[config.mk]
export PLATFORM = sky130hd
export DESIGN_NAME = fsc_div
export DESIGN_NICKNAME = d
export VERILOG_FILES = /design/src/sv/fsc_pkg.sv /design/src/sv/fsc_div.sv
export SDC_FILE = /design/constraint.sdc
export NUM_CORES = 1
export LEC_CHECK = 0
export CAP_MARGIN = 20
export CORE_UTILIZATION = 55
export CTS_CLUSTER_DIAMETER = 50
export DETAILED_ROUTE_END_ITERATION = 6
export DONT_BUFFER_PORTS = 1
export MAX_ROUTING_LAYER = met4
export PLACE_DENSITY_LB_ADDON = 0.08
export SKIP_CTS_REPAIR_TIMING = 1
export SLEW_MARGIN = 10
export SYNTH_ARGS = -nofsm -noshare
export SYNTH_HDL_FRONTEND = slang
export SYNTH_SLANG_ARGS = --single-unit
[constraint.sdc]
create_clock -name i_clk -period 4.1 [get_ports i_clk]
set_input_delay 0.41 -clock i_clk [delete_from_list [all_inputs] [get_ports i_clk]]
set_output_delay 0.41 -clock i_clk [all_outputs]
set_load 0.05 [all_outputs]
[src/sv/fsc_pkg.sv]
// Shared types, widths and helpers for the fuzzy steering controller.
// No dependencies; every other file refers to this package by scoped names.
package fsc_pkg;

    localparam int LAT_W     = 16;
    localparam int HEAD_W    = 17;
    localparam int STEER_W   = 15;
    localparam int CFG_W     = 17;
    localparam int CFG_IDX_W = 3;
    localparam int RAW_W     = 18;

    // Memberships are unsigned Q0.20; 1.0 needs a 21st bit
    localparam int MEM_FRAC = 20;
    localparam int MEM_W    = MEM_FRAC + 1;
    localparam logic [MEM_W-1:0] MEM_ONE = MEM_W'(1) << MEM_FRAC;

    // Shared divider and multiplier widths
    localparam int DIV_W     = 22;
    localparam int DIV_LOW_W = 20;
    localparam int DIV_CNT_W = 5;
    localparam int MUL_A_W   = 21;
    localparam int MUL_B_W   = 22;
    localparam int PROD_W    = 43;
    localparam int ACC_W     = 58;
    localparam int HI_SHIFT  = 21;
    localparam int OPP_STEPS = 16;

    // Smoothing window; must stay a power of two
    localparam int AVG_TAPS  = 4;
    localparam int AVG_SHIFT = $clog2(AVG_TAPS);
    localparam int SUM_W     = STEER_W + AVG_SHIFT + 1;

    localparam logic signed [RAW_W-1:0] CMD_MAX = RAW_W'(16383);
    localparam logic signed [RAW_W-1:0] CMD_MIN = -RAW_W'(16384);

    typedef enum logic [2:0] {
        CFG_LAT_LEFT   = 3'd0,
        CFG_LAT_CENTER = 3'd1,
        CFG_LAT_RIGHT  = 3'd2,
        CFG_HEAD_LEFT  = 3'd3,
        CFG_HEAD_CENTER= 3'd4,
        CFG_HEAD_RIGHT = 3'd5,
        CFG_STEER_RIGHT= 3'd6,
        CFG_STEER_LEFT = 3'd7
    } t_cfg_idx;

    typedef enum logic [4:0] {
        S_IDLE, S_LAT_GO, S_LAT_WAIT, S_HEAD_GO, S_HEAD_WAIT, S_RULE,
        S_PULL_MUL, S_PULL_RND,
        S_SQ_A, S_HI_A, S_LO_A, S_SQ_B, S_HI_B, S_LO_B, S_ACC_END,
        S_MAG, S_OPP_GO, S_OPP_WAIT, S_FINISH
    } t_state;

    typedef enum logic [2:0] {
        RULE_PULL_R, RULE_OPP_A, RULE_OPP_B, RULE_PULL_L,
        RULE_FULL_R, RULE_FULL_L, RULE_NONE
    } t_rule;

    typedef enum logic [1:0] {
        ACC_HOLD, ACC_CLEAR, ACC_ADD, ACC_ADD_HI
    } t_acc_op;

    typedef struct packed {
        logic                 start;
        logic [DIV_W-1:0]     rem;
        logic [DIV_LOW_W-1:0] low;
        logic [DIV_W-1:0]     den;
        logic [DIV_CNT_W-1:0] steps;
    } t_div_req;

    typedef struct packed {
        logic                      mul_en;
        logic [MUL_A_W-1:0]        a;
        logic signed [MUL_B_W-1:0] b;
        t_acc_op                   op;
    } t_mac_cmd;

    function automatic logic signed [STEER_W-1:0] sat_steer(
        input logic signed [RAW_W-1:0] v);
        logic signed [STEER_W-1:0] r;
        if (v > CMD_MAX) begin
            r = STEER_W'(CMD_MAX);
        end else if (v < CMD_MIN) begin
            r = STEER_W'(CMD_MIN);
        end else begin
            r = STEER_W'(v);
        end
        return r;
    endfunction

endpackage

[src/sv/fsc_div.sv]
// Shared restoring divider, one quotient bit per cycle.
// Uses fsc_pkg for the request struct and widths.
module fsc_div (
    input  logic                            i_clk,
    input  logic                            i_rst_n,
    input  fsc_pkg::t_div_req               i_req,
    output logic                            o_busy,
    output logic [fsc_pkg::DIV_LOW_W-1:0]   o_quot
);

    logic                             r_busy;
    logic [fsc_pkg::DIV_CNT_W-1:0]    r_cnt;
    logic [fsc_pkg::DIV_W-1:0]        r_rem;
    logic [fsc_pkg::DIV_W-1:0]        r_den;
    logic [fsc_pkg::DIV_LOW_W-1:0]    r_sh;
    logic [fsc_pkg::DIV_W:0]          w_shift;
    logic [fsc_pkg::DIV_W:0]          w_trial;

    assign w_shift = {r_rem, r_sh[fsc_pkg::DIV_LOW_W-1]};
    assign w_trial = w_shift - {1'b0, r_den};

    always_ff @(posedge i_clk) begin
        if (!i_rst_n) begin
            r_busy <= 1'b0;
            r_cnt  <= '0;
        end else if (i_req.start) begin
            r_busy <= 1'b1;
            r_cnt  <= i_req.steps;
        end else if (r_busy) begin
            r_cnt <= r_cnt - 1'b1;
            if (r_cnt == fsc_pkg::DIV_CNT_W'(1)) begin
                r_busy <= 1'b0;
            end
        end
    end

    always_ff @(posedge i_clk) begin
        if (i_req.start) begin
            r_rem <= i_req.rem;
            r_den <= i_req.den;
            r_sh  <= i_req.low;
        end else if (r_busy) begin
            // keep the shifted remainder when the trial goes negative
            if (!w_trial[fsc_pkg::DIV_W]) begin
                r_rem <= w_trial[fsc_pkg::DIV_W-1:0];
            end else begin
                r_rem <= w_shift[fsc_pkg::DIV_W-1:0];
            end
            r_sh <= {r_sh[fsc_pkg::DIV_LOW_W-2:0], ~w_trial[fsc_pkg::DIV_W]};
        end
    end

    assign o_busy = r_busy;
    assign o_quot = r_sh;

endmodule

==> Flow_metrics.wiki <==
{| class="wikitable"
! Metric !! Value
|-
| Run status || finished, final reports clean
|-
| Effective utilization at floorplan || 0.574
|-
| Cells after Synth || 386
|-
| Switching part of the total power || 0.391
|-
| WS Path Type || flip-flop to flip-flop
|-
| Horizontal die dimension || 89.4 µm
|-
| Share of final-layout standard cells stronger than drive strength 1 || 0.115
|-
| Hold EP || r_den[20]
|-
| Slack of the worst reg-to-reg path || 660 ps
|-
| Area Overhead vs Synth || 6.52%
|-
| Final routed DRC violation total || 0
|-
| Floorplan row count || 31
|-
| Distinct cells, synth || 56
|-
| Clock tree from TritonCTS || done
|-
| Filler Cells Inserted || 630
|-
| Hold Path Origin || i_req[25]
|-
| Comb power frac || 0.453
|-
| Internal power component || 1.84 mW
|-
| Post-synth top area share || 0.457
|-
| Slew margin rel. || 0.319
|-
| Cell type of the slowest stage on the worst timing path || xnor2_2
|-
| Final Hold Fails || 0
|-
| Global Route met3 Usage || 0.0803
|-
| Synth Cell Area || 4210 µm²
|-
| Total Neg Setup Slack || 0 ps
|-
| Utilization after layout || 0.611
|-
| Min Clock Period, post-route || 3440 ps
|-
| Most used routing layer || met2
|-
| RSZ-0062 raised after global routing || false
|-
| Met2 global-route usage || 0.330
|-
| Antenna cell count || 0
|-
| Timing-limited maximum frequency || 291 MHz
|-
| # port buffers || 0
|-
| Number of flip-flops and latches in the synthesized netlist || 70
|-
| Mean routed wirelength per cell || 16.8 µm
|-
| Area contributors post-synth || edfxtp_1 (46%), ha_1 (7.1%), mux2_2 (5.4%)
|-
| Share of total power in the clock network || 0.172
|-
| Wire length of the first global-routing pass || 13100 µm
|-
| Number of instances on the worst hold path || 0
|-
| Via/cell ratio || 5.70
|-
| GRT Util Overall || 0.229
|-
| Die area || 8000 µm²
|-
| Net count after synthesis || 483
|-
| Routability Congestion || 0.861
|-
| CTS buffer count || 9
|-
| Max-slew violation count || 0
|-
| Total wire length after detailed routing || 8230 µm
|-
| Area of all placed cells without fillers || 4480 µm²
|-
| Data arrival, critical path || 3540 ps
|-
| Worst reg2reg path endpoint || r_rem[0]
|-
| Crit-path cells || inv_1 -> ha_1 -> fa_1 -> nor2b_1 -> o31a_1 -> o311a_1 -> o31a_1 -> a21oi_4 -> xnor2_2 -> buf_12 -> mux2i_1 -> mux2_2
|-
| Required time of the critical path || 4200 ps
|-
| Total overflow reported by the global router || 0
|-
| Later-pin clock latency in the skew report || 350 ps
|-
| Switching power || 1.18 mW
|-
| Post-synth EDFFs || 64
|-
| Critical path startpoint category || flip-flop
|-
| Leakage power || 1.82 nW
|-
| Share of the yosys chip area belonging to registers || 0.486
|-
| Path category of the worst min-delay check || input port to flip-flop
|-
| Library cell appearing most often on the critical path || o31a_1
|-
| Count of TritonRoute iterations in the first routing pass || 4
|-
| Maximum capacitance violations || 0
|-
| Setup violations, final || 0
|-
| Total power per unit cell area || 674 nW/µm²
|-
| Most frequently used cell type in the post-synthesis netlist || edfxtp_1
|-
| Yosys warnings || 0
|-
| Buffer depth of the longest clock path || 2
|-
| Maximum clock skew at final layout || 12.3 ps
|-
| Proportion of power drawn by flip-flops and latches || 0.375
|-
| DPL Wire Length || 5870 µm
|-
| Final nets || 483
|-
| Critical path's largest stage delay || 580 ps
|-
| Async set-or-reset flop fraction in the synthesized netlist || 0
|-
| Clock net sink count || 70
|-
| Level count of the clock H-tree || 3
|-
| Biggest area consumer among synthesized cells || edfxtp_1
|-
| Leading post-synthesis cells by instance count || edfxtp_1 (64), nand2_1 (34), inv_1 (31), a21oi_1 (29), ha_1 (24)
|-
| Root Buffer Master || clkbuf_8
|-
| Clock transition at the registers of the reported paths || 80 ps
|-
| Transition time at the pin with the least slew margin || 1020 ps
|-
| Worst vdd ir || 0.316 mV
|-
| Post-synthesis area per instance || 10.9 µm²
|-
| Worst reg2reg path depth || 12
|-
| Met1 Resource Use GR || 0.301
|-
| Endpoint kind of the worst setup timing path || flip-flop
|-
| Highest fanout seen on the critical path || 16
|-
| Post-route fraction of the period consumed by the critical path || 0.839
|-
| Ys flop type || edfxtp_1
|-
| Detailed-route via count || 2792
|-
| Startpoint of the worst-slack reg-to-reg timing path || o_quot[19]
|-
| Area of the core || 7330 µm²
|-
| Via count of the first global-routing pass || 2765
|-
| Start point of the critical path || o_quot[19]
|-
| Instance area at placement || 4300 µm²
|-
| Number of nets with antenna violations after detailed routing || 0
|-
| Antenna violations before repair || 0
|-
| Maximum number of pins on one net before global-route repair || 85
|-
| Die boundary height || 89.4 µm
|-
| I/O pin cnt || 93
|-
| First DRT Iteration DRCs || 133
|}
-- state kept, by name (all words and copies together), names as in the netlist --
name and cells:
r_cnt 5, o_quot 20, r_den 22, r_rem 22, o_busy 1
-- area by class of cell --
cell class,instances,area [µm²],share of cell area
Multi-Input combinational cell,271,1980,0.443
Timing Repair Buffer,2,27.5,0.00615
Tap cell,99,124,0.0277
Clock inverter,5,31.3,0.00698
Inverter,32,120,0.0268
Clock buffer,11,151,0.0338
Sequential cell,70,2040,0.456
-- through the flow --
step | hold slack, ps | power [mW] | setup WS [ps] | cells
2_1_floorplan | 509 | 2.24 | 882 | 386
3_3_place_gp | 509 | 2.48 | 820 | 474
3_5_place_dp | 509 | 2.51 | 684 | 474
4_1_cts | 132 | 3.03 | 643 | 490
5_1_grt | 124 | 3.24 | 482 | 490
6_report | 148 | 3.02 | 659 | 490
-- critical path: cells and delay by family (launching register included) --
family	cells	cell delay, ps
DFF	1	370
and+or+nand+nor	1	160
xor gates and xnor gates	1	580
buffers and inverters	2	320
AOI/OAI and AO/OA	4	770
adders and majority gates	2	630
muxes	2	350
-- power by group through the flow --
stage / Combinational (mW) / Clock, mW / Sequential (mW)
after floorplan: 1.12 / 0 / 1.12
after detailed placement: 1.36 / 0 / 1.14
after global routing: 1.53 / 0.562 / 1.15
after global placement: 1.33 / 0 / 1.15
after CTS: 1.37 / 0.531 / 1.13
final: 1.37 / 0.519 / 1.13
-- layout by cell type, fill, tap and decap left out, drive strengths merged, types with 4 or more instances in the layout --
cell type,Yosys,final
edfxtp,64,64
nand2,34,34
inv,31,33
a21oi,30,30
o21ai,29,29
ha,24,24
mux2,21,21
mux2i,17,17
nor2,15,15
xnor2,13,13
clkbuf,10,11
nor3,9,9
xor2,8,8
dfxtp,6,6
nor2b,5,5
o21a,5,5
a21o,5,5
nand3,5,5
and2,5,5
o31a,4,4
nor3b,4,4
clkinv,1,4
-- routing by layer --
layer  share of wire  vias up  routed length, µm
met2            0.44       88               3650
li1                -     1403                  -
met4           0.017        0                136
met3           0.070       17                578
met1            0.47     1284               3860
met5               0        -                  0
-- logic make-up after synthesis --
kind of cell               count (synthesis)  synth area share
adders and majority gates                 25            0.0762
xor gates and xnor gates                  21            0.0455
DFF                                       70             0.486
and+or+nand+nor                           91             0.107
muxes                                     38            0.0967
AOI/OAI and AO/OA                         96             0.146
buffers and inverters                     45            0.0428
-- worst max path at each step --
stage                           end  slack [ps]  cells past startpoint
after detailed placement   r_rem[0]         680                     12
after floorplan           r_rem[13]         880                     12
final                      r_rem[0]         660                     12
after global routing       r_rem[0]         480                     12
after CTS                  r_rem[0]         640                     12
after global placement     r_rem[0]         820                     12
No activity file was read; power rests on OpenSTA's default activity.
