===== src/sv/fsc_pkg.sv =====
// Shared types, widths and helpers for the fuzzy steering controller.
// No dependencies; every other file refers to this package by scoped names.
package fsc_pkg;

    localparam int LAT_W     = 16;
    localparam int HEAD_W    = 17;
    localparam int STEER_W   = 15;
    localparam int CFG_W     = 17;
    localparam int CFG_IDX_W = 3;
    localparam int RAW_W     = 18;

    // Memberships are unsigned Q0.20; 1.0 needs a 21st bit
    localparam int MEM_FRAC = 20;
    localparam int MEM_W    = MEM_FRAC + 1;
    localparam logic [MEM_W-1:0] MEM_ONE = MEM_W'(1) << MEM_FRAC;

    // Shared divider and multiplier widths
    localparam int DIV_W     = 22;
    localparam int DIV_LOW_W = 20;
    localparam int DIV_CNT_W = 5;
    localparam int MUL_A_W   = 21;
    localparam int MUL_B_W   = 22;
    localparam int PROD_W    = 43;
    localparam int ACC_W     = 58;
    localparam int HI_SHIFT  = 21;
    localparam int OPP_STEPS = 16;

    // Smoothing window; must stay a power of two
    localparam int AVG_TAPS  = 4;
    localparam int AVG_SHIFT = $clog2(AVG_TAPS);
    localparam int SUM_W     = STEER_W + AVG_SHIFT + 1;

    localparam logic signed [RAW_W-1:0] CMD_MAX = RAW_W'(16383);
    localparam logic signed [RAW_W-1:0] CMD_MIN = -RAW_W'(16384);

    typedef enum logic [2:0] {
        CFG_LAT_LEFT   = 3'd0,
        CFG_LAT_CENTER = 3'd1,
        CFG_LAT_RIGHT  = 3'd2,
        CFG_HEAD_LEFT  = 3'd3,
        CFG_HEAD_CENTER= 3'd4,
        CFG_HEAD_RIGHT = 3'd5,
        CFG_STEER_RIGHT= 3'd6,
        CFG_STEER_LEFT = 3'd7
    } t_cfg_idx;

    typedef enum logic [4:0] {
        S_IDLE, S_LAT_GO, S_LAT_WAIT, S_HEAD_GO, S_HEAD_WAIT, S_RULE,
        S_PULL_MUL, S_PULL_RND,
        S_SQ_A, S_HI_A, S_LO_A, S_SQ_B, S_HI_B, S_LO_B, S_ACC_END,
        S_MAG, S_OPP_GO, S_OPP_WAIT, S_FINISH
    } t_state;

    typedef enum logic [2:0] {
        RULE_PULL_R, RULE_OPP_A, RULE_OPP_B, RULE_PULL_L,
        RULE_FULL_R, RULE_FULL_L, RULE_NONE
    } t_rule;

    typedef enum logic [1:0] {
        ACC_HOLD, ACC_CLEAR, ACC_ADD, ACC_ADD_HI
    } t_acc_op;

    typedef struct packed {
        logic                 start;
        logic [DIV_W-1:0]     rem;
        logic [DIV_LOW_W-1:0] low;
        logic [DIV_W-1:0]     den;
        logic [DIV_CNT_W-1:0] steps;
    } t_div_req;

    typedef struct packed {
        logic                      mul_en;
        logic [MUL_A_W-1:0]        a;
        logic signed [MUL_B_W-1:0] b;
        t_acc_op                   op;
    } t_mac_cmd;

    function automatic logic signed [STEER_W-1:0] sat_steer(
        input logic signed [RAW_W-1:0] v);
        logic signed [STEER_W-1:0] r;
        if (v > CMD_MAX) begin
            r = STEER_W'(CMD_MAX);
        end else if (v < CMD_MIN) begin
            r = STEER_W'(CMD_MIN);
        end else begin
            r = STEER_W'(v);
        end
        return r;
    endfunction

endpackage


===== src/sv/fsc_mac.sv =====
// Shared multiplier with a registered product and a wide accumulator.
// Uses fsc_pkg for the command struct and widths.
module fsc_mac (
    input  logic                                i_clk,
    input  fsc_pkg::t_mac_cmd                   i_cmd,
    output logic signed [fsc_pkg::PROD_W-1:0]   o_prod,
    output logic signed [fsc_pkg::ACC_W-1:0]    o_acc
);

    logic signed [fsc_pkg::PROD_W-1:0]          r_prod;
    logic signed [fsc_pkg::ACC_W-1:0]           r_acc;
    logic signed [fsc_pkg::MUL_B_W+fsc_pkg::MUL_A_W:0] w_full;
    logic signed [fsc_pkg::ACC_W-1:0]           w_ext;

    assign w_full = $signed({1'b0, i_cmd.a}) * i_cmd.b;
    assign w_ext  = fsc_pkg::ACC_W'(r_prod);

    always_ff @(posedge i_clk) begin
        if (i_cmd.mul_en) begin
            r_prod <= w_full[fsc_pkg::PROD_W-1:0];
        end
        unique case (i_cmd.op)
            fsc_pkg::ACC_CLEAR:  r_acc <= '0;
            fsc_pkg::ACC_ADD:    r_acc <= r_acc + w_ext;
            fsc_pkg::ACC_ADD_HI: r_acc <= r_acc + (w_ext <<< fsc_pkg::HI_SHIFT);
            default:             r_acc <= r_acc;
        endcase
    end

    assign o_prod = r_prod;
    assign o_acc  = r_acc;

endmodule


===== config.mk =====
export PLATFORM = sky130hd
export DESIGN_NAME = fsc_mac
export DESIGN_NICKNAME = d
export VERILOG_FILES = /design/src/sv/fsc_pkg.sv /design/src/sv/fsc_mac.sv
export SDC_FILE = /design/constraint.sdc
export NUM_CORES = 1
export LEC_CHECK = 0
export CORE_MARGIN = 8
export CORE_UTILIZATION = 61
export CTS_CLUSTER_DIAMETER = 120
export DETAILED_ROUTE_END_ITERATION = 10
export DONT_BUFFER_PORTS = 1
export GPL_TIMING_DRIVEN = 0
export MAX_ROUTING_LAYER = met4
export PLACE_DENSITY = 0.77
export RECOVER_POWER = 50
export SLEW_MARGIN = 20
export SYNTH_ARGS = -nofsm -noshare
export SYNTH_HDL_FRONTEND = slang
export SYNTH_SLANG_ARGS = --single-unit

===== constraint.sdc =====
create_clock -name i_clk -period 11.2 [get_ports i_clk]
set_input_delay 2.24 -clock i_clk [delete_from_list [all_inputs] [get_ports i_clk]]
set_output_delay 2.24 -clock i_clk [all_outputs]
set_load 0.01 [all_outputs]

==> results.yml, run 1 <==
outcome:
  outcome: "complete, but fails checks"
  violations: "capacitance limit, slew limit"
cts:
  cts_resized: 0
  clk_pin_slew_worst_paths_ns: 0.09
  postCtsHoldBufs: 0
  clock-sinks: 101
  htreeDepth: 3
  cts_buffers: 9
  clock_path_buffers: 2
  clock_latency_ns: 0.37
  cts_root_buffer: "clkbuf_16"
  cts_tree: "yes"
  post-cts-setup-buffers: 0
floorplan:
  die_area_sq_mm: 0.04654
  dieHeight_um: 215.7
  initial_utilization_pct: 61.54
  io_pins: 148
  fp-row-count: 73
  die_w_um: 215.7
  core_sq_mm: 0.03955
worst_hold_path:
  hold_depth: 2
  hold_class: "register to register"
  holdCritStartpoint: "o_acc[0]"
  min_to: "o_acc[0]"
sta:
  fmax_ghz: 0.1065
  worst_pin_slew_ns: 1.996
  report.final.slew_viol_count: 29
  fin_tns_setup_ns: 0
  fin_crit_sh_pct: 83.81
  relSlewSlack_pct: -33.05
  min_period_ns: 9.387
  clock_skew_ns: 0.01704
  hold_viol: 0
  rsz0062_at_grt: "no"
  holdWs_ns: 0.7804
  setup_viol_count_final: 0
grt:
  grt_max_degree: 44
  grt_pass1_vias: 21148
  grt_pass1_wl_um: 124700
  grt_overflow: 0
  antenna_found_initial: 5
  grt_usage_pct: 36.34
routing:
  first_pass_iters: 6
  drt_iter0_drc: 1837
  final_antenna_net_count: 0
  drc_errors: 0
  viasPerCell: 6.150
  vias: 20226
  wl_um: 82650
  wl_per_cell_um: 25.13
worst_setup_path:
  cp-start-kind: "primary input"
  crit_type: "primary input to register"
  crit_arrival_ns: 9.51
  r2r_slack_ns: 7.17
  r2r_end: "o_acc[53]"
  r2r-start: "o_prod[0]"
  crit_path_end_kind: "register"
  cp_max_fo: 10
  cp_data_required_time_ns: 11.33
  rr_worst_depth: 11
yosys:
  synth-simple-area-share_pct: 15.76
  synthesis.nets: 3441
  synth_area_sq_mm: 0.02434
  yosysTopAreaCell: "fa_1"
  synth-xor-area-share_pct: 4.175
  synth-edff-count: 101
  synth_top_area_share_pct: 31.26
  synth_warnings: 0
  synthAdderAreaFrac_pct: 45.40
  synth_top_cells_by_area: "fa_1 31%, ha_1 14%, edfxtp_1 12%"
  syn_inst: 2739
  yosysSeqAreaShare_pct: 12.46
  ys_types: 76
  synthMuxAreaShare_pct: 0.08740
  syn_area_per_cell_sq_um: 8.885
  synth_top_family_by_area: "adder cells"
  synthArstFlopShare_pct: 0
  ys.flop_type: "edfxtp_1"
  synth-compound-area-share_pct: 12.55
  ys_seq_elements: 101
placed_design:
  gp_congestion: 1.052
  dp.cells: 3265
  io_buffers: 0
  dp_hpwl_um: 69000
final_layout:
  final_common_cell: "inv_1"
  final-seq-area_sq_mm: 0.003033
  num-nets-final: 3454
  area_delta_synth_final_pct: 4.159
  fillers: 3303
  final_cell_count_no_fill: 3289
  final_cell_mix: "491 x inv_1, 380 x fa_1, 317 x nand2_1"
  multi_input_area_sq_mm: 0.01898
  drive_gt1_share_pct: 1.378
flow_run:
  maxCapViolCount: 1
[Yosys cell counts (4+ instances only)]
| cell | number |
|---|---|
| and4_1 | 4 |
| a211o_1 | 4 |
| a21boi_0 | 4 |
| nand2_1 | 317 |
| o21ai_0 | 64 |
| xnor2_1 | 66 |
| o21a_1 | 18 |
| nand2b_1 | 26 |
| a31o_2 | 5 |
| o21bai_1 | 38 |
| fa_1 | 380 |
| o22ai_1 | 22 |
| a211oi_1 | 15 |
| nor2_1 | 91 |
| a21oi_1 | 148 |
| clkbuf_1 | 125 |
| inv_1 | 491 |
| ha_1 | 275 |
| and3_1 | 8 |
| nor2b_1 | 5 |
| or3_1 | 7 |
| o21ai_1 | 12 |
| a31oi_1 | 9 |
| nand3b_1 | 5 |
| nand4_1 | 27 |
| nor3_1 | 13 |
| xor2_1 | 50 |
| nand3_1 | 27 |
| a21o_1 | 59 |
| edfxtp_1 | 101 |
| and2_1 | 224 |
| o32ai_1 | 4 |
| o211ai_1 | 17 |
| nor3b_1 | 5 |
[metrics by stage]
stage          util (%)  setup slack (ns)  area [sq um]
2_1_floorplan         -             2.729         24340
3_3_place_gp      63.20             1.500         24990
3_5_place_dp      63.25             1.507         25010
4_1_cts           64.05             1.906         25330
5_1_grt           64.09             1.478         25350
6_report          64.10             1.813         25350
[cells by family (layout without fill, tap and decap cells)]
family	after synthesis	after routing
AOI/OAI and AO/OA	469	469
xor gates and xnor gates	116	116
adders and majority gates	655	655
buffers and inverters	620	638
DFF	101	101
muxes	2	2
other	0	7
and+or+nand+nor	776	776
[final cells by class]
type / count / area share, %
Timing Repair Buffer: 2 / 0.07404
Inverter: 492 / 7.285
Multi-Input combinational cell: 2018 / 74.86
Sequential cell: 101 / 11.96
Clock buffer: 9 / 0.8885
Buffer: 128 / 1.900
Antenna cell: 7 / 0.06910
Tap cell: 525 / 2.591
Clock inverter: 7 / 0.3702
[critical path, cell delays in order]
cell      delay (ns)
clkbuf_1        0.66
nand2_1         0.18
fa_1            0.57
inv_1           0.06
fa_1            0.50
inv_1           0.06
fa_1            0.48
inv_1           0.06
fa_1            0.48
fa_1            0.50
fa_1            0.49
inv_1           0.06
fa_1            0.51
inv_1           0.05
ha_1            0.26
clkbuf_1        0.22
a21oi_1         0.18
o21bai_1        0.07
a21oi_1         0.22
o221ai_1        0.22
nor4_1          0.70
o41ai_2         0.24
a21o_1          0.22
a21oi_1         0.16
xnor2_1         0.09
[registers in the layout, indices dropped and copies added, names as in the netlist]
name,flops
o_prod,43
o_acc,58
[worst max path at each step]
stage               cells past startpoint  startpoint         end
global placement                       25   i_cmd[37]  o_prod[40]
detailed placement                     24    i_cmd[6]  o_prod[40]
floorplan                              23   i_cmd[42]  o_prod[41]
global route                           25   i_cmd[36]  o_prod[40]
CTS                                    24   i_cmd[37]  o_prod[42]
finish                                 25   i_cmd[37]  o_prod[40]
[metal layers]
layer	vias to the layer above	wire length [um]	global-route usage (%)	share of wire, %
met4	0	6058	21.54	7.3
met1	9904	29970	41.52	36
met5	-	0	-	0
met2	1159	38670	59.25	47
li1	8876	-	-	-
met3	287	7949	6.937	9.6
Power of run 1 is not shown: default switching activity piles up to over one toggle a cycle in this logic, so the estimate is an artifact.
==> run 2: changes to the inputs <==
==> constraint.sdc (replaced) <==
create_clock -name i_clk -period 9 [get_ports i_clk]
set_input_delay 1.8 -clock i_clk [delete_from_list [all_inputs] [get_ports i_clk]]
set_output_delay 1.8 -clock i_clk [all_outputs]
set_load 0.01 [all_outputs]
==> run 2 against run 1 <==
- the run still ends with capacitance limit, slew limit left
- sequential share of layout area about the same
- routed wire length hardly changed
- clock skew barely moved
- register-to-register slack worse by 2.1 ns
- global-route usage is the same
- largest cell class unchanged
==> results.yml, run 2 (synthesized netlist as in run 1, its figures left out) <==
outcome:
  outcome: "complete, but fails checks"
  violations: "capacitance limit, slew limit"
final_layout:
  multi_input_area_sq_mm: 0.01899
  fillers: 3299
  drive_gt1_share_pct: 1.922
  design_area_sq_mm: 0.02538
  num-nets-final: 3454
  final-seq-area_sq_mm: 0.003033
  largest_register_ffs: 58
  final_common_cell: "inv_1"
  area_delta_synth_final_pct: 4.277
  final_cell_mix: "491 x inv_1, 380 x fa_1, 317 x nand2_1"
cts:
  clock_latency_ns: 0.37
  cts_root_buffer: "clkbuf_16"
  post-cts-setup-buffers: 0
  cts_resized: 0
  cts_buffers: 9
  cts_tree: "yes"
  clock-sinks: 101
  clock_path_buffers: 2
  htreeDepth: 3
  postCtsHoldBufs: 0
  clk_pin_slew_worst_paths_ns: 0.09
worst_setup_path:
  crit_arrival_ns: 8.94
  critical-path-top-cell-by-count: "fa_1"
  cp_data_required_time_ns: 9.12
  r2r-start: "o_prod[0]"
  crit_path_end_kind: "register"
  crit_type: "primary input to register"
  cpLargestDelayFamily: "adder cells"
  cp-start-kind: "primary input"
  startpoint: "i_cmd[43]"
  cp_max_fo: 10
  path_buf_inv: 5
  slowest_delay_ns: 0.60
  crit_chain: "clkbuf_1 > nand2_1 > fa_1 > fa_1 > fa_1 > inv_1 > fa_1 > fa_1 > fa_1 > inv_1 > fa_1 > inv_1 > ha_1 > clkbuf_1 > nand4_1 > or3_1 > o32ai_1 > o21ai_1 > o32ai_1 > a31o_2 > a21oi_1"
  cpMaxStageDelayCell: "fa_1"
flow_run:
  maxCapViolCount: 1
grt:
  grt_pass1_wl_um: 124700
  grt_usage_pct: 36.34
  grt_overflow: 0
  grt_pass1_vias: 21148
  grt_max_degree: 44
  antenna_found_initial: 5
routing:
  first_pass_iters: 6
  drc_errors: 0
  viasPerCell: 6.133
  wl_per_cell_um: 25.11
  final_antenna_net_count: 0
  wl_um: 82600
  drt_iter0_drc: 1911
  vias: 20170
sta:
  min_period_ns: 8.812
  rsz0062_at_grt: "no"
  fin_tns_setup_ns: 0
  setup_viol_count_final: 0
  fin_ws_ns: 0.1877
  worst_pin_slew_ns: 1.985
  report.final.slew_viol_count: 29
  relSlewSlack_pct: -32.35
  clock_skew_ns: 0.01731
  fmax_ghz: 0.1135
  fin_crit_sh_pct: 97.91
  hold_viol: 0
floorplan:
  die_w_um: 215.7
  initial_utilization_pct: 61.54
  io_pins: 148
  dieHeight_um: 215.7
  core_sq_mm: 0.03955
  die_area_sq_mm: 0.04654
  fp-row-count: 73
placed_design:
  dp_hpwl_um: 69000
  pre_cts_ws_ns: -0.2528
  io_buffers: 0
  gp_congestion: 1.052
  placed_area_sq_mm: 0.02501
worst_hold_path:
  holdCritStartpoint: "o_acc[0]"
  hold_class: "register to register"
## run 2: changes by cell type in the layout (fill, tap and decap cells not counted)
cell / delta
clkbuf_1: -13
clkbuf_2: +13
nor4_1: -2
nor4_2: +2
## run 2: through the flow
step	hold slack [ns]	utilization, %	cells
floorplan	0.7108	-	2739
global placement	0.7543	63.20	3264
detailed placement	0.7634	63.25	3265
CTS	0.7864	64.05	3281
global route	0.8267	64.16	3288
finish	0.7799	64.17	3289
## run 2: path summary, 6_finish.rpt
| path | endpoint | cells after the start | slack (ns) |
|---|---|---|---|
| worst max-delay path | o_prod[41] | 21 | 0.19 |
| worst min-delay path | o_acc[0] | 2 | 0.78 |
| worst max register to register | o_acc[53] | 11 | 5.04 |
| worst min register to register | o_acc[0] | 2 | 0.78 |
## run 2: area by class of cell
cell class,instances,area share (%)
multi-input cells,2018,74.82
flip-flops and latches,101,11.95
inverters,492,7.277
well taps,525,2.588
plain buffers,128,1.962
clock buffers,9,0.8874
clock inverters,7,0.3698
repair buffers,2,0.07395
diodes,7,0.06902
## run 2: per-layer routing
layer  track usage [%]  share of wire, %
met1             41.52                37
met5                 -                 0
met3             6.937               9.3
met2             59.25                47
met4             21.54               7.1
## run 2: worst min-delay path: cells and delay by family (launching register included)
family / cells / cell delay, ns
fa+ha+maj: 1 / 0.14
flops: 1 / 0.42
simple gates: 1 / 0.11
Power of run 2 is left out for the same reason.
==> run 3: changes to the inputs <==
--- a/config.mk
+++ b/config.mk
@@ -12,8 +12,9 @@
 export DONT_BUFFER_PORTS = 1
 export GPL_TIMING_DRIVEN = 0
 export MAX_ROUTING_LAYER = met4
-export PLACE_DENSITY = 0.77
+export PLACE_DENSITY = 0.84
 export RECOVER_POWER = 50
+export SKIP_LAST_GASP = 1
 export SLEW_MARGIN = 20
 export SYNTH_ARGS = -nofsm -noshare
 export SYNTH_HDL_FRONTEND = slang
==> run 3 against run 2 <==
- the flow finishes with violations (capacitance limit)
- die area unchanged
- cell count is 0.15% lower
- first-iteration DRC count is 1.9% lower
- via count increased by 0.29%
- register-to-register slack got worse by 0.05 ns
- count of clock-buffer cells in the layout stayed put
- non-clock buffer count decreased by 1
- worst hold slack better by 0.0031 ns
- sequential cell count is the same
- core utilization is essentially flat
- clock skew increased by 0.0031 ns
- global-route usage decreased by 0.84 points
- critical endpoint is now o_prod[39]
==> results.yml, run 3 (synthesized netlist as in run 1, its figures left out) <==
grt:
  grt_max_degree: 44
  grt_overflow: 0
  grt_pass1_wl_um: 122800
  antenna_found_initial: 2
  grt_pass1_vias: 20834
  grt_usage_pct: 35.50
placed_design:
  dp.cells: 3265
  gp_congestion: 1.040
  placed_area_sq_mm: 0.02501
  dp_hpwl_um: 67220
  io_buffers: 0
sta:
  clock_skew_ns: 0.02043
  relSlewSlack_pct: 0.3381
  rsz0062_at_grt: "yes"
  fin_tns_setup_ns: 0
  worst_pin_slew_ns: 1.495
  fin_crit_sh_pct: 97.89
  report.final.slew_viol_count: 0
  hold_viol: 0
  min_period_ns: 8.810
  setup_viol_count_final: 0
  fmax_ghz: 0.1135
floorplan:
  io_pins: 148
  fp-row-count: 73
  die_area_sq_mm: 0.04654
  dieHeight_um: 215.7
  die_w_um: 215.7
  core_sq_mm: 0.03955
  initial_utilization_pct: 61.54
routing:
  drt_iter0_drc: 1874
  drc_errors: 0
  vias: 20228
  wl_per_cell_um: 24.59
  viasPerCell: 6.160
  wl_um: 80750
  first_pass_iters: 6
  final_antenna_net_count: 0
worst_setup_path:
  cp_max_fo: 10
  cp_data_required_time_ns: 9.19
  cp-start-kind: "primary input"
  slowest_delay_ns: 0.61
  cpMaxStageDelayCell: "fa_1"
  crit_arrival_ns: 9.00
  crit_type: "primary input to register"
  critical-path-top-cell-by-count: "fa_1"
  crit_path_end_kind: "register"
  crit_chain: "clkbuf_1 > and2_1 > fa_1 > inv_1 > fa_1 > inv_1 > fa_1 > fa_1 > fa_1 > fa_1 > inv_1 > fa_1 > inv_1 > ha_1 > clkbuf_1 > nand4_1 > or3_1 > o32ai_1 > o21ai_1 > o32ai_2 > nor2_1 > xnor2_1"
  r2r_slack_ns: 4.99
cts:
  clock_path_buffers: 2
  cts_tree: "yes"
  cts_root_buffer: "clkbuf_16"
  clk_pin_slew_worst_paths_ns: 0.09
  htreeDepth: 3
  cts_buffers: 9
  postCtsHoldBufs: 0
  post-cts-setup-buffers: 0
  clock_latency_ns: 0.38
  clock-sinks: 101
final_layout:
  drive_gt1_share_pct: 1.996
  area_delta_synth_final_pct: 4.236
  final_common_cell: "inv_1"
  final_cell_mix: "491 x inv_1, 380 x fa_1, 317 x nand2_1"
  design_area_sq_mm: 0.02537
  final_cell_count_no_fill: 3284
  fillers: 3297
  final_util_pct: 64.14
  largest_register_ffs: 58
  num-nets-final: 3453
outcome:
  outcome: "complete, but fails checks"
  violations: "capacitance limit"
flow_run:
  maxCapViolCount: 1
worst_hold_path:
  hold_class: "register to register"
## run 3: worst paths after layout
| kind | startpoint | end | depth (start not counted) |
|---|---|---|---|
| setup / recovery | i_cmd[9] | o_prod[39] | 22 |
| hold / removal | o_acc[0] | o_acc[0] | 2 |
| setup reg to reg | o_prod[0] | o_acc[48] | 11 |
| hold reg to reg | o_acc[0] | o_acc[0] | 2 |
## run 3: timing repair
item,CTS,global route
resized for setup,0,39
endpoints found under the setup margin,0,5
endpoints found under the hold margin,0,0
## run 3: worst max-delay path, delay by kind of cell
| kind | cells | cell delay, ns |
|---|---|---|
| xor gates and xnor gates | 1 | 0.26 |
| adders and majority gates | 8 | 3.91 |
| AOI/OAI and AO/OA | 3 | 1.03 |
| buffers and inverters | 6 | 0.95 |
| and+or+nand+nor | 4 | 1.01 |
## run 3: metrics by stage
stage	hold WS [ns]	setup slack (ns)
floorplan	0.7108	0.9695
global placement	0.7562	-0.2542
detailed placement	0.7603	-0.3860
CTS	0.7841	0.01581
global route	0.8272	-0.02195
finish	0.7830	0.1898
## run 3: layout make-up
| class | instances | area, sq um | area share [%] |
|---|---|---|---|
| antenna | 3 | 7.507 | 0.02959 |
| buffer | 128 | 501.7 | 1.978 |
| clock inverter | 7 | 103.9 | 0.4094 |
| clock buffer | 9 | 225.2 | 0.8878 |
| tap | 525 | 656.9 | 2.589 |
| multi-input combinational | 2018 | 18990 | 74.86 |
| timing repair buffer | 1 | 3.754 | 0.01480 |
| inverter | 492 | 1847 | 7.280 |
| sequential | 101 | 3033 | 11.96 |
## run 3: per-layer routing
metal	GRT usage (%)	up-vias	share of wire, %
met4	20.34	0	7.1
met2	58.08	1097	47
li1	-	8877	-
met3	6.671	300	9.3
met5	-	-	0
met1	40.74	9954	36
Power of run 3 is left out for the same reason.
